$ cat config.mk
export PLATFORM = sky130hd
export DESIGN_NAME = http_query_pair_extractor_core_flat
export DESIGN_NICKNAME = d
export VERILOG_FILES = /design/src/hqpe_pkg.sv /design/src/hqpe_byte_if.sv /design/src/hqpe_result_if.sv /design/src/hqpe_ctrl.sv /design/src/hqpe_datapath.sv /design/src/http_query_pair_extractor_core.sv /design/src/flat_wrapper.sv
export SDC_FILE = /design/constraint.sdc
export NUM_CORES = 2
export LEC_CHECK = 0
export BUFFER_PORTS_ARGS = -buffer_cell sky130_fd_sc_hd__buf_2
export CORE_MARGIN = 5
export CORE_UTILIZATION = 60
export DETAILED_ROUTE_END_ITERATION = 8
export GPL_TIMING_DRIVEN = 0
export HOLD_SLACK_MARGIN = 0.1
export PLACE_DENSITY_LB_ADDON = 0.08
export SLEW_MARGIN = 20
export SYNTH_ARGS = -nofsm -noshare
export SYNTH_HDL_FRONTEND = slang
export SYNTH_SLANG_ARGS = --single-unit
$ cat constraint.sdc
create_clock -name clk -period 4 [get_ports clk]
set_clock_uncertainty 0.15 [all_clocks]
set_input_delay 0 -clock clk [delete_from_list [all_inputs] [get_ports clk]]
set_output_delay 0 -clock clk [all_outputs]
set_load 0.03 [all_outputs]
$ cat src/hqpe_pkg.sv
package hqpe_pkg;

	localparam int unsigned LINE_CAPACITY  = 128;
	localparam int unsigned QUERY_CAPACITY = 32;
	localparam int unsigned IDX_W          = $clog2(LINE_CAPACITY);

	localparam logic [IDX_W-1:0] MAX_LEN = IDX_W'(LINE_CAPACITY - 1);

	localparam logic [7:0] CH_NUL   = 8'h00;
	localparam logic [7:0] CH_LF    = 8'h0A;
	localparam logic [7:0] CH_CR    = 8'h0D;
	localparam logic [7:0] CH_SPACE = 8'h20;
	localparam logic [7:0] CH_AMP   = 8'h26;
	localparam logic [7:0] CH_EQ    = 8'h3D;
	localparam logic [7:0] CH_QMARK = 8'h3F;

	typedef enum logic [2:0] {
		KIND_KEY      = 3'd0,
		KIND_VALUE    = 3'd1,
		KIND_PAIR_END = 3'd2,
		KIND_DONE     = 3'd3,
		KIND_TOO_LONG = 3'd4,
		KIND_BLANK    = 3'd5
	} kind_t;

	typedef enum logic [3:0] {
		S_IDLE,
		S_BLANK,
		S_TOO_LONG,
		S_TOK_BEGIN,
		S_SCAN,
		S_SCAN_CHK,
		S_TOK_END,
		S_EMIT_RD,
		S_EMIT_OUT,
		S_PAIR_END,
		S_DONE
	} ctrl_state_t;

	typedef struct packed {
		logic  store;
		logic  clear_line;
		logic  tok_init;
		logic  scan_init;
		logic  rd_p;
		logic  scan_step;
		logic  set_end;
		logic  emit_init;
		logic  rd_k;
		logic  k_inc;
		logic  tok_next;
		logic  out_load;
		kind_t out_kind;
	} cmd_t;

	typedef struct packed {
		logic in_is_cr;
		logic in_is_lf;
		logic len_zero;
		logic line_ok;
		logic too_long;
		logic tok_at_sp;
		logic p_at_sp;
		logic rd_is_amp;
		logic eq_found;
		logic k_at_end;
		logic k_at_eq;
		logic k_before_eq;
		logic slot_free;
	} sts_t;

	function automatic logic [7:0] prefix_char(input logic [1:0] idx);
		logic [7:0] c;
		unique case (idx)
			2'd0: c = 8'h47;
			2'd1: c = 8'h45;
			2'd2: c = 8'h54;
			default: c = CH_SPACE;
		endcase
		return c;
	endfunction

endpackage

$ cat src/hqpe_byte_if.sv
interface hqpe_byte_if;
	logic       valid;
	logic       ready;
	logic [7:0] in_byte;

	modport source (output valid, output in_byte, input ready);
	modport sink (input valid, input in_byte, output ready);
endinterface

$ cat src/hqpe_result_if.sv
interface hqpe_result_if;
	logic       valid;
	logic       ready;
	logic [2:0] kind;
	logic [7:0] data_byte;
	logic       last;

	modport source (output valid, output kind, output data_byte, output last, input ready);
	modport sink (input valid, input kind, input data_byte, input last, output ready);
endinterface

$ cat src/hqpe_ctrl.sv
module hqpe_ctrl (
	input  logic          clk,
	input  logic          arst_n,
	input  logic          in_valid,
	input  hqpe_pkg::sts_t sts,
	output hqpe_pkg::cmd_t cmd,
	output logic          in_ready
);
	import hqpe_pkg::*;

	ctrl_state_t state_q;
	ctrl_state_t state_d;

	always_ff @(posedge clk or negedge arst_n) begin
		if (!arst_n) begin
			state_q <= S_IDLE;
		end else begin
			state_q <= state_d;
		end
	end

	always_comb begin
		state_d = state_q;
		unique case (state_q)
			S_IDLE: begin
				if (in_valid && sts.in_is_lf) begin
					if (sts.len_zero) begin
						state_d = S_BLANK;
					end else if (!sts.line_ok) begin
						state_d = S_IDLE;
					end else if (sts.too_long) begin
						state_d = S_TOO_LONG;
					end else begin
						state_d = S_TOK_BEGIN;
					end
				end
			end
			S_BLANK, S_TOO_LONG, S_DONE: begin
				if (sts.slot_free) begin
					state_d = S_IDLE;
				end
			end
			S_TOK_BEGIN: begin
				state_d = sts.tok_at_sp ? S_DONE : S_SCAN;
			end
			S_SCAN: begin
				state_d = sts.p_at_sp ? S_TOK_END : S_SCAN_CHK;
			end
			S_SCAN_CHK: begin
				state_d = sts.rd_is_amp ? S_TOK_END : S_SCAN;
			end
			S_TOK_END: begin
				state_d = sts.eq_found ? S_EMIT_RD : S_TOK_BEGIN;
			end
			S_EMIT_RD: begin
				state_d = sts.k_at_end ? S_PAIR_END : S_EMIT_OUT;
			end
			S_EMIT_OUT: begin
				if (sts.k_at_eq || sts.slot_free) begin
					state_d = S_EMIT_RD;
				end
			end
			S_PAIR_END: begin
				if (sts.slot_free) begin
					state_d = S_TOK_BEGIN;
				end
			end
			default: state_d = S_IDLE;
		endcase
	end

	always_comb begin
		cmd          = '0;
		cmd.out_kind = KIND_KEY;
		in_ready     = 1'b0;
		unique case (state_q)
			S_IDLE: begin
				in_ready = 1'b1;
				if (in_valid) begin
					cmd.store = !sts.in_is_cr && !sts.in_is_lf;
					if (sts.in_is_lf && !sts.len_zero) begin
						cmd.clear_line = 1'b1;
						cmd.tok_init   = 1'b1;
					end
				end
			end
			S_BLANK: begin
				cmd.out_load = sts.slot_free;
				cmd.out_kind = KIND_BLANK;
			end
			S_TOO_LONG: begin
				cmd.out_load = sts.slot_free;
				cmd.out_kind = KIND_TOO_LONG;
			end
			S_DONE: begin
				cmd.out_load = sts.slot_free;
				cmd.out_kind = KIND_DONE;
			end
			S_TOK_BEGIN: begin
				cmd.scan_init = !sts.tok_at_sp;
			end
			S_SCAN: begin
				cmd.set_end = sts.p_at_sp;
				cmd.rd_p    = !sts.p_at_sp;
			end
			S_SCAN_CHK: begin
				cmd.set_end   = sts.rd_is_amp;
				cmd.scan_step = !sts.rd_is_amp;
			end
			S_TOK_END: begin
				cmd.emit_init = sts.eq_found;
				cmd.tok_next  = !sts.eq_found;
			end
			S_EMIT_RD: begin
				cmd.rd_k = !sts.k_at_end;
			end
			S_EMIT_OUT: begin
				cmd.out_kind = sts.k_before_eq ? KIND_KEY : KIND_VALUE;
				if (sts.k_at_eq) begin
					cmd.k_inc = 1'b1;
				end else if (sts.slot_free) begin
					cmd.out_load = 1'b1;
					cmd.k_inc    = 1'b1;
				end
			end
			S_PAIR_END: begin
				cmd.out_kind = KIND_PAIR_END;
				cmd.out_load = sts.slot_free;
				cmd.tok_next = sts.slot_free;
			end
			default: begin
				cmd = '0;
			end
		endcase
	end

endmodule

$ cat src/hqpe_datapath.sv
module hqpe_datapath (
	input  logic           clk,
	input  logic           arst_n,
	input  logic [7:0]     in_byte,
	input  hqpe_pkg::cmd_t cmd,
	output hqpe_pkg::sts_t sts,
	input  logic           out_ready,
	output logic           out_valid,
	output logic [2:0]     kind,
	output logic [7:0]     data_byte,
	output logic           last
);
	import hqpe_pkg::*;

	logic [7:0]       line_mem_q [LINE_CAPACITY];
	logic [7:0]       rd_q;
	logic [IDX_W-1:0] len_q;
	logic             nul_seen_q;
	logic             pfx_bad_q;
	logic             q_found_q;
	logic             sp_found_q;
	logic [IDX_W-1:0] q_pos_q;
	logic [IDX_W-1:0] sp_pos_q;
	logic [IDX_W-1:0] tok_q;
	logic [IDX_W-1:0] p_q;
	logic [IDX_W-1:0] k_q;
	logic [IDX_W-1:0] end_q;
	logic [IDX_W-1:0] eq_q;
	logic             eq_found_q;
	logic             out_valid_q;
	kind_t            kind_q;
	logic [7:0]       data_q;
	logic             last_q;

	logic             room;
	logic             do_store;
	logic [IDX_W-1:0] qlen;
	logic             rd_en;
	logic [IDX_W-1:0] rd_addr;

	assign room     = len_q != MAX_LEN;
	assign do_store = cmd.store && room;
	assign qlen     = sp_pos_q - q_pos_q - IDX_W'(1);
	assign rd_en    = cmd.rd_p || cmd.rd_k;
	assign rd_addr  = cmd.rd_k ? k_q : p_q;

	always_ff @(posedge clk) begin
		if (do_store) begin
			line_mem_q[len_q] <= in_byte;
		end
		if (rd_en) begin
			rd_q <= line_mem_q[rd_addr];
		end
	end

	// line text tracking, updated as bytes are stored
	always_ff @(posedge clk or negedge arst_n) begin
		if (!arst_n) begin
			len_q      <= '0;
			nul_seen_q <= 1'b0;
			pfx_bad_q  <= 1'b0;
			q_found_q  <= 1'b0;
			sp_found_q <= 1'b0;
		end else if (cmd.clear_line) begin
			len_q      <= '0;
			nul_seen_q <= 1'b0;
			pfx_bad_q  <= 1'b0;
			q_found_q  <= 1'b0;
			sp_found_q <= 1'b0;
		end else if (do_store) begin
			len_q <= len_q + IDX_W'(1);
			if (!nul_seen_q) begin
				if (in_byte == CH_NUL) begin
					nul_seen_q <= 1'b1;
				end else begin
					if (len_q < IDX_W'(4) && in_byte != prefix_char(len_q[1:0])) begin
						pfx_bad_q <= 1'b1;
					end
					if (!q_found_q && len_q >= IDX_W'(4) && in_byte == CH_QMARK) begin
						q_found_q <= 1'b1;
					end else if (q_found_q && !sp_found_q && in_byte == CH_SPACE) begin
						sp_found_q <= 1'b1;
					end
				end
			end
		end
	end

	always_ff @(posedge clk) begin
		if (do_store && !nul_seen_q && in_byte != CH_NUL) begin
			if (!q_found_q && len_q >= IDX_W'(4) && in_byte == CH_QMARK) begin
				q_pos_q <= len_q;
			end else if (q_found_q && !sp_found_q && in_byte == CH_SPACE) begin
				sp_pos_q <= len_q;
			end
		end
	end

	// token walk
	always_ff @(posedge clk) begin
		if (cmd.tok_init) begin
			tok_q <= q_pos_q + IDX_W'(1);
		end else if (cmd.tok_next) begin
			tok_q <= end_q + IDX_W'(end_q != sp_pos_q);
		end
		if (cmd.scan_init) begin
			p_q <= tok_q;
		end else if (cmd.scan_step) begin
			p_q <= p_q + IDX_W'(1);
		end
		if (cmd.set_end) begin
			end_q <= p_q;
		end
		if (cmd.scan_step && !eq_found_q && rd_q == CH_EQ) begin
			eq_q <= p_q;
		end
		if (cmd.emit_init) begin
			k_q <= tok_q;
		end else if (cmd.k_inc) begin
			k_q <= k_q + IDX_W'(1);
		end
	end

	always_ff @(posedge clk or negedge arst_n) begin
		if (!arst_n) begin
			eq_found_q <= 1'b0;
		end else if (cmd.scan_init) begin
			eq_found_q <= 1'b0;
		end else if (cmd.scan_step && rd_q == CH_EQ) begin
			eq_found_q <= 1'b1;
		end
	end

	// output register
	always_ff @(posedge clk or negedge arst_n) begin
		if (!arst_n) begin
			out_valid_q <= 1'b0;
		end else if (cmd.out_load) begin
			out_valid_q <= 1'b1;
		end else if (out_ready) begin
			out_valid_q <= 1'b0;
		end
	end

	always_ff @(posedge clk) begin
		if (cmd.out_load) begin
			kind_q <= cmd.out_kind;
			data_q <= (cmd.out_kind == KIND_KEY || cmd.out_kind == KIND_VALUE) ? rd_q : 8'h00;
			last_q <= cmd.out_kind == KIND_DONE || cmd.out_kind == KIND_TOO_LONG ||
			          cmd.out_kind == KIND_BLANK;
		end
	end

	assign out_valid = out_valid_q;
	assign kind      = kind_q;
	assign data_byte = data_q;
	assign last      = last_q;

	always_comb begin
		sts.in_is_cr    = in_byte == CH_CR;
		sts.in_is_lf    = in_byte == CH_LF;
		sts.len_zero    = len_q == '0;
		sts.line_ok     = !pfx_bad_q && q_found_q && sp_found_q;
		sts.too_long    = 32'(qlen) >= 32'(QUERY_CAPACITY);
		sts.tok_at_sp   = tok_q == sp_pos_q;
		sts.p_at_sp     = p_q == sp_pos_q;
		sts.rd_is_amp   = rd_q == CH_AMP;
		sts.eq_found    = eq_found_q;
		sts.k_at_end    = k_q == end_q;
		sts.k_at_eq     = k_q == eq_q;
		sts.k_before_eq = k_q < eq_q;
		sts.slot_free   = !out_valid_q || out_ready;
	end

endmodule

$ cat src/http_query_pair_extractor_core.sv
// channel  dir  payload                              transaction
// chars    in   in_byte[7:0]                         one line character
// pairs    out  kind[2:0], data_byte[7:0], last      one key/value byte or marker
//
// An ordinary byte or carriage return is accepted in the idle state; the line memory takes one write a cycle.
// A newline walks the stored query through the single memory read port: each query byte is read
// to find each token's end, then each key or value byte of a pair is read again to emit it.
// arst_n clears the line length, parse flags, controller and output valid; no memory clearing.
// A stall on pairs holds the walk; chars is not ready until the walk for a newline is done.
module http_query_pair_extractor_core (
	input  logic          clk,
	input  logic          arst_n,
	hqpe_byte_if.sink     chars,
	hqpe_result_if.source pairs
);
	import hqpe_pkg::*;

	cmd_t cmd;
	sts_t sts;

	hqpe_ctrl u_ctrl (
		.clk      (clk),
		.arst_n   (arst_n),
		.in_valid (chars.valid),
		.sts      (sts),
		.cmd      (cmd),
		.in_ready (chars.ready)
	);

	hqpe_datapath u_datapath (
		.clk       (clk),
		.arst_n    (arst_n),
		.in_byte   (chars.in_byte),
		.cmd       (cmd),
		.sts       (sts),
		.out_ready (pairs.ready),
		.out_valid (pairs.valid),
		.kind      (pairs.kind),
		.data_byte (pairs.data_byte),
		.last      (pairs.last)
	);

endmodule

$ cat src/flat_wrapper.sv
// flat-port wrapper written by rule: the top's interface ports become plain ports
module http_query_pair_extractor_core_flat import hqpe_pkg::*;
  (clk, arst_n, chars_valid, chars_in_byte, chars_ready, pairs_valid, pairs_kind, pairs_data_byte, pairs_last, pairs_ready);
  hqpe_byte_if chars_i ();
  hqpe_result_if pairs_i ();
  input  logic clk;
  input  logic arst_n;
  input wire logic [$bits(chars_i.valid)-1:0] chars_valid;
  input wire logic [$bits(chars_i.in_byte)-1:0] chars_in_byte;
  output wire logic [$bits(chars_i.ready)-1:0] chars_ready;
  output wire logic [$bits(pairs_i.valid)-1:0] pairs_valid;
  output wire logic [$bits(pairs_i.kind)-1:0] pairs_kind;
  output wire logic [$bits(pairs_i.data_byte)-1:0] pairs_data_byte;
  output wire logic [$bits(pairs_i.last)-1:0] pairs_last;
  input wire logic [$bits(pairs_i.ready)-1:0] pairs_ready;
  assign chars_i.valid = chars_valid;
  assign chars_i.in_byte = chars_in_byte;
  assign chars_ready = chars_i.ready;
  assign pairs_valid = pairs_i.valid;
  assign pairs_kind = pairs_i.kind;
  assign pairs_data_byte = pairs_i.data_byte;
  assign pairs_last = pairs_i.last;
  assign pairs_i.ready = pairs_ready;
  http_query_pair_extractor_core u_core (.clk(clk), .arst_n(arst_n), .chars(chars_i), .pairs(pairs_i));
endmodule
==> impl_metrics.yaml <==
cells_and_area:
  stdcell_area_um2: 52600
  fillers: 4619
  nNetsFinal: 2903
  drive_gt1_share_pct: 20.6
  final_cells: 3932
  syn_to_final_growth_pct: 18.0
floorplanning:
  die_h_um: 283
  rows: 100
  boundaryPins: 26
  start_util_pct: 60.2
  dieArea_um2: 79800
  chipWidth_um: 283
  coreArea_um2: 74100
sta:
  fin_crit_ps: 4450
  slew_headroom_pct: 26.0
  hold_viol_final: 0
  worstMarginPinSlew_ps: 1110
  fin_crit_sh_pct: 111
  hold_ws_ps: 172
  finalSetupTns_ps: -3050
  final_max_slew_viol_count: 0
  setup_slack_ps: -454
  finalSetupViolCount: 8
  rsz0062_at_grt: "true"
  max_freq_mhz: 225
placement:
  hpwl_um: 75000
  port_buffers: 25
  placed_area_um2: 46300
  routabilityCongestion: 0.890
  dpl.cell_count: 3637
detailed_routing:
  vias_per_cell: 6.48
  avgRoutedWirePerCell_um: 30.1
  drtPass1Iterations: 5
  drc_errors: 0
  first_iter_violations: 2788
  ant_nets: 0
  wirelength_um: 118000
  vias: 25470
critical_path:
  cp.required_ps: 4260
  timing.rr.end: "u_core.u_datapath.rd_q[1]"
  cp-endpoint: "u_core.u_datapath.rd_q[1]"
  cp_max_fo: 7
  reg2regPathDepth: 14
  start_kind: "register"
  arrival_ps: 4710
  rrSetupSlack_ps: -450
  startpoint: "u_core.u_datapath.k_q[5]"
  timing.rr.start: "u_core.u_datapath.k_q[5]"
  path_class: "register to register"
  critPathCaptureType: "register"
global_route:
  grt_pass1_wl_um: 168000
  grt_util_all_layers_pct: 29.1
  grt_max_degree: 96
  antenna_found_initial: 3
  gr-total-overflow: 0
  grt_pass1_vias: 24847
logic_synthesis:
  yosys.area.top_type: "edfxtp_1"
  yosys.area.top_type_share_pct: 73.6
  synth_xor_area_share_pct: 1.10
  synthMuxAreaShare_pct: 11.9
  yosysUniqueCellTypes: 56
  ys_async_sr_fraction_pct: 1.53
  synth_edf_count: 1093
  yosysWarnings: 0
  synth-main-ff-cell: "edfxtp_1"
  ys_top_cells_by_area: "edfxtp_1 (74%), mux2i_1 (12%), o22ai_1 (3.6%)"
  syn_inst: 2630
  synthTopCellsByCount: "edfxtp_1 (1093), mux2i_1 (516), o22ai_1 (259)"
  synth_compound_area_share_pct: 6.17
  avgSynthCellArea_um2: 16.9
  synth_top_family_by_area: "multiplexers"
  syn_area_um2: 44600
  synth.net_count: 2665
  synth_adder_area_share_pct: 0.662
  synthSimpleGateAreaFrac_pct: 3.63
  synth.most_common_cell: "edfxtp_1"
  yosysSeqAreaShare_pct: 74.6
  ys_ff_latch: 1110
power_and_ir_drop:
  p_leak_uw: 0.0202
  irDropWorstVdd_mv: 0.408
  swShare_pct: 21.3
  power.internal_uw: 18900
  p_switching_uw: 5100
  p_clk_share_pct: 41.6
  seqPwrFrac_pct: 54.3
  combPwrFrac_pct: 4.1
  cellPowerDensity_nw_per_um2: 456
clock_network:
  root_buffer: "clkbuf_16"
  clock-sinks: 1110
  cts_buffers: 111
  tritoncts: "yes"
  cts_max_level: 3
  clockBufferDepth: 3
  clkTransAtPathRegs_ps: 60
  worstSkewPairLatency_ps: 670
run_status:
  status: "complete, but fails checks"
  violations: "setup timing"
worst_hold_path:
  hold_path_class: "input port to register"
run:
  maxCapViolations: 0
==> metrics by stage <==
stage / worst slack, ps / power [uW] / util (%)
4_1_cts: -304 / 24000 / 70.1
2_1_floorplan: 0.857 / 13600 / -
5_1_grt: -486 / 24600 / 71.0
3_3_place_gp: -2430 / 14100 / 62.0
6_report: -454 / 24000 / 71.0
3_5_place_dp: -1740 / 14100 / 62.5
==> repair_timing <==
action | CTS | global route
hold endpoints to repair | 1064 | 0
hold buffers | 14 | 0
setup buffers | 53 | 18
setup endpoints to repair | 1032 | 86
gates cloned | 3 | 2
gates resized for setup | 297 | 111
pin swaps | 31 | 26
==> routing by layer <==
| layer | part of all wire (%) | up-vias | GRT usage [%] |
|---|---|---|---|
| li1 | - | 11013 | - |
| met1 | 40 | 13054 | 40.1 |
| met2 | 47 | 1160 | 46.8 |
| met3 | 8.5 | 241 | 6.08 |
| met4 | 4.5 | 2 | 10.6 |
| met5 | 0.0068 | - | 0 |
==> cells in the final DEF (no fill, tap or decap), drive strengths merged, types with 33 or more instances in the layout <==
cell / netlist / routed
clkbuf: 54 / 198
a21oi: 33 / 33
edfxtp: 1093 / 1093
o22ai: 259 / 259
nor2: 171 / 171
mux2i: 516 / 516
clkinv: 2 / 49
buf: 91 / 200
nand2: 42 / 42
o41ai: 64 / 64
==> logic make-up after synthesis <==
| family | after synthesis |
|---|---|
| buffers and inverters | 169 |
| flip-flops | 1110 |
| XOR/XNOR | 56 |
| adder cells (fa/ha/maj) | 23 |
| AO/OA/AOI/OAI | 402 |
| multiplexers | 528 |
| AND/OR/NAND/NOR | 342 |
==> sequential cells by signal, summed over array words and instances (netlist names) <==
name                          cells
u_core.u_datapath.line_mem_q   1024
u_core.u_datapath.k_q             7
u_core.u_datapath.out_valid       1
u_core.u_datapath.q_found_q       1
u_core.u_datapath.q_pos_q         7
u_core.u_datapath.last            1
u_core.u_datapath.eq_found_q      1
u_core.u_datapath.sp_pos_q        7
u_core.u_ctrl.state_q             4
u_core.u_datapath.p_q             7
u_core.u_datapath.data_byte       8
u_core.u_datapath.eq_q            7
u_core.u_datapath.tok_q           7
u_core.u_datapath.nul_seen_q      1
u_core.u_datapath.pfx_bad_q       1
u_core.u_datapath.rd_q            8
u_core.u_datapath.sp_found_q      1
u_core.u_datapath.len_q           7
u_core.u_datapath.kind            3
u_core.u_datapath.end_q           7
==> power groups by stage <==
stage               sequential [uW]  clock, uW  combinational, uW
floorplan                     13200          0                346
global route                  13000      10500               1010
CTS                           13000      10000                941
global placement              13300          0                792
finish                        13000       9990                976
detailed placement            13300          0                850
==> final cells by class <==
class	instances	area (um^2)	area share, %
buffer	143	1250	2.38
inverter	24	92.6	0.176
antenna	3	7.51	0.0143
multi-input combinational	1351	11900	22.6
clock buffer	143	2980	5.67
sequential	1110	33200	63.2
timing repair buffer	127	1430	2.71
clock inverter	62	507	0.963
tap	969	1210	2.30
==> critical path: stages, from the launching register on <==
cell	delay [ps]
edfxtp_1	490
xor2_2	210
nor4_4	360
a311oi_4	140
buf_4	180
mux2i_4	180
buf_12	170
buf_16	130
buf_12	140
buf_16	150
mux2i_4	300
o22ai_4	130
o41ai_4	640
nand4_1	400
mux2_4	400
==> worst min path at each step <==
stage	start	end	slack, ps	depth (start not counted)
global placement	arst_n	u_core.u_ctrl.state_q[3]	-200	1
global route	chars_in_byte[0]	u_core.u_datapath.line_mem_q[110][0]	170	2
finish	chars_in_byte[0]	u_core.u_datapath.line_mem_q[111][0]	170	2
CTS	chars_in_byte[0]	u_core.u_datapath.line_mem_q[111][0]	160	2
detailed placement	arst_n	u_core.u_ctrl.state_q[1]	-190	1
floorplan	arst_n	u_core.u_ctrl.state_q[0]	-450	0
No activity file was read; power rests on OpenSTA's default activity.
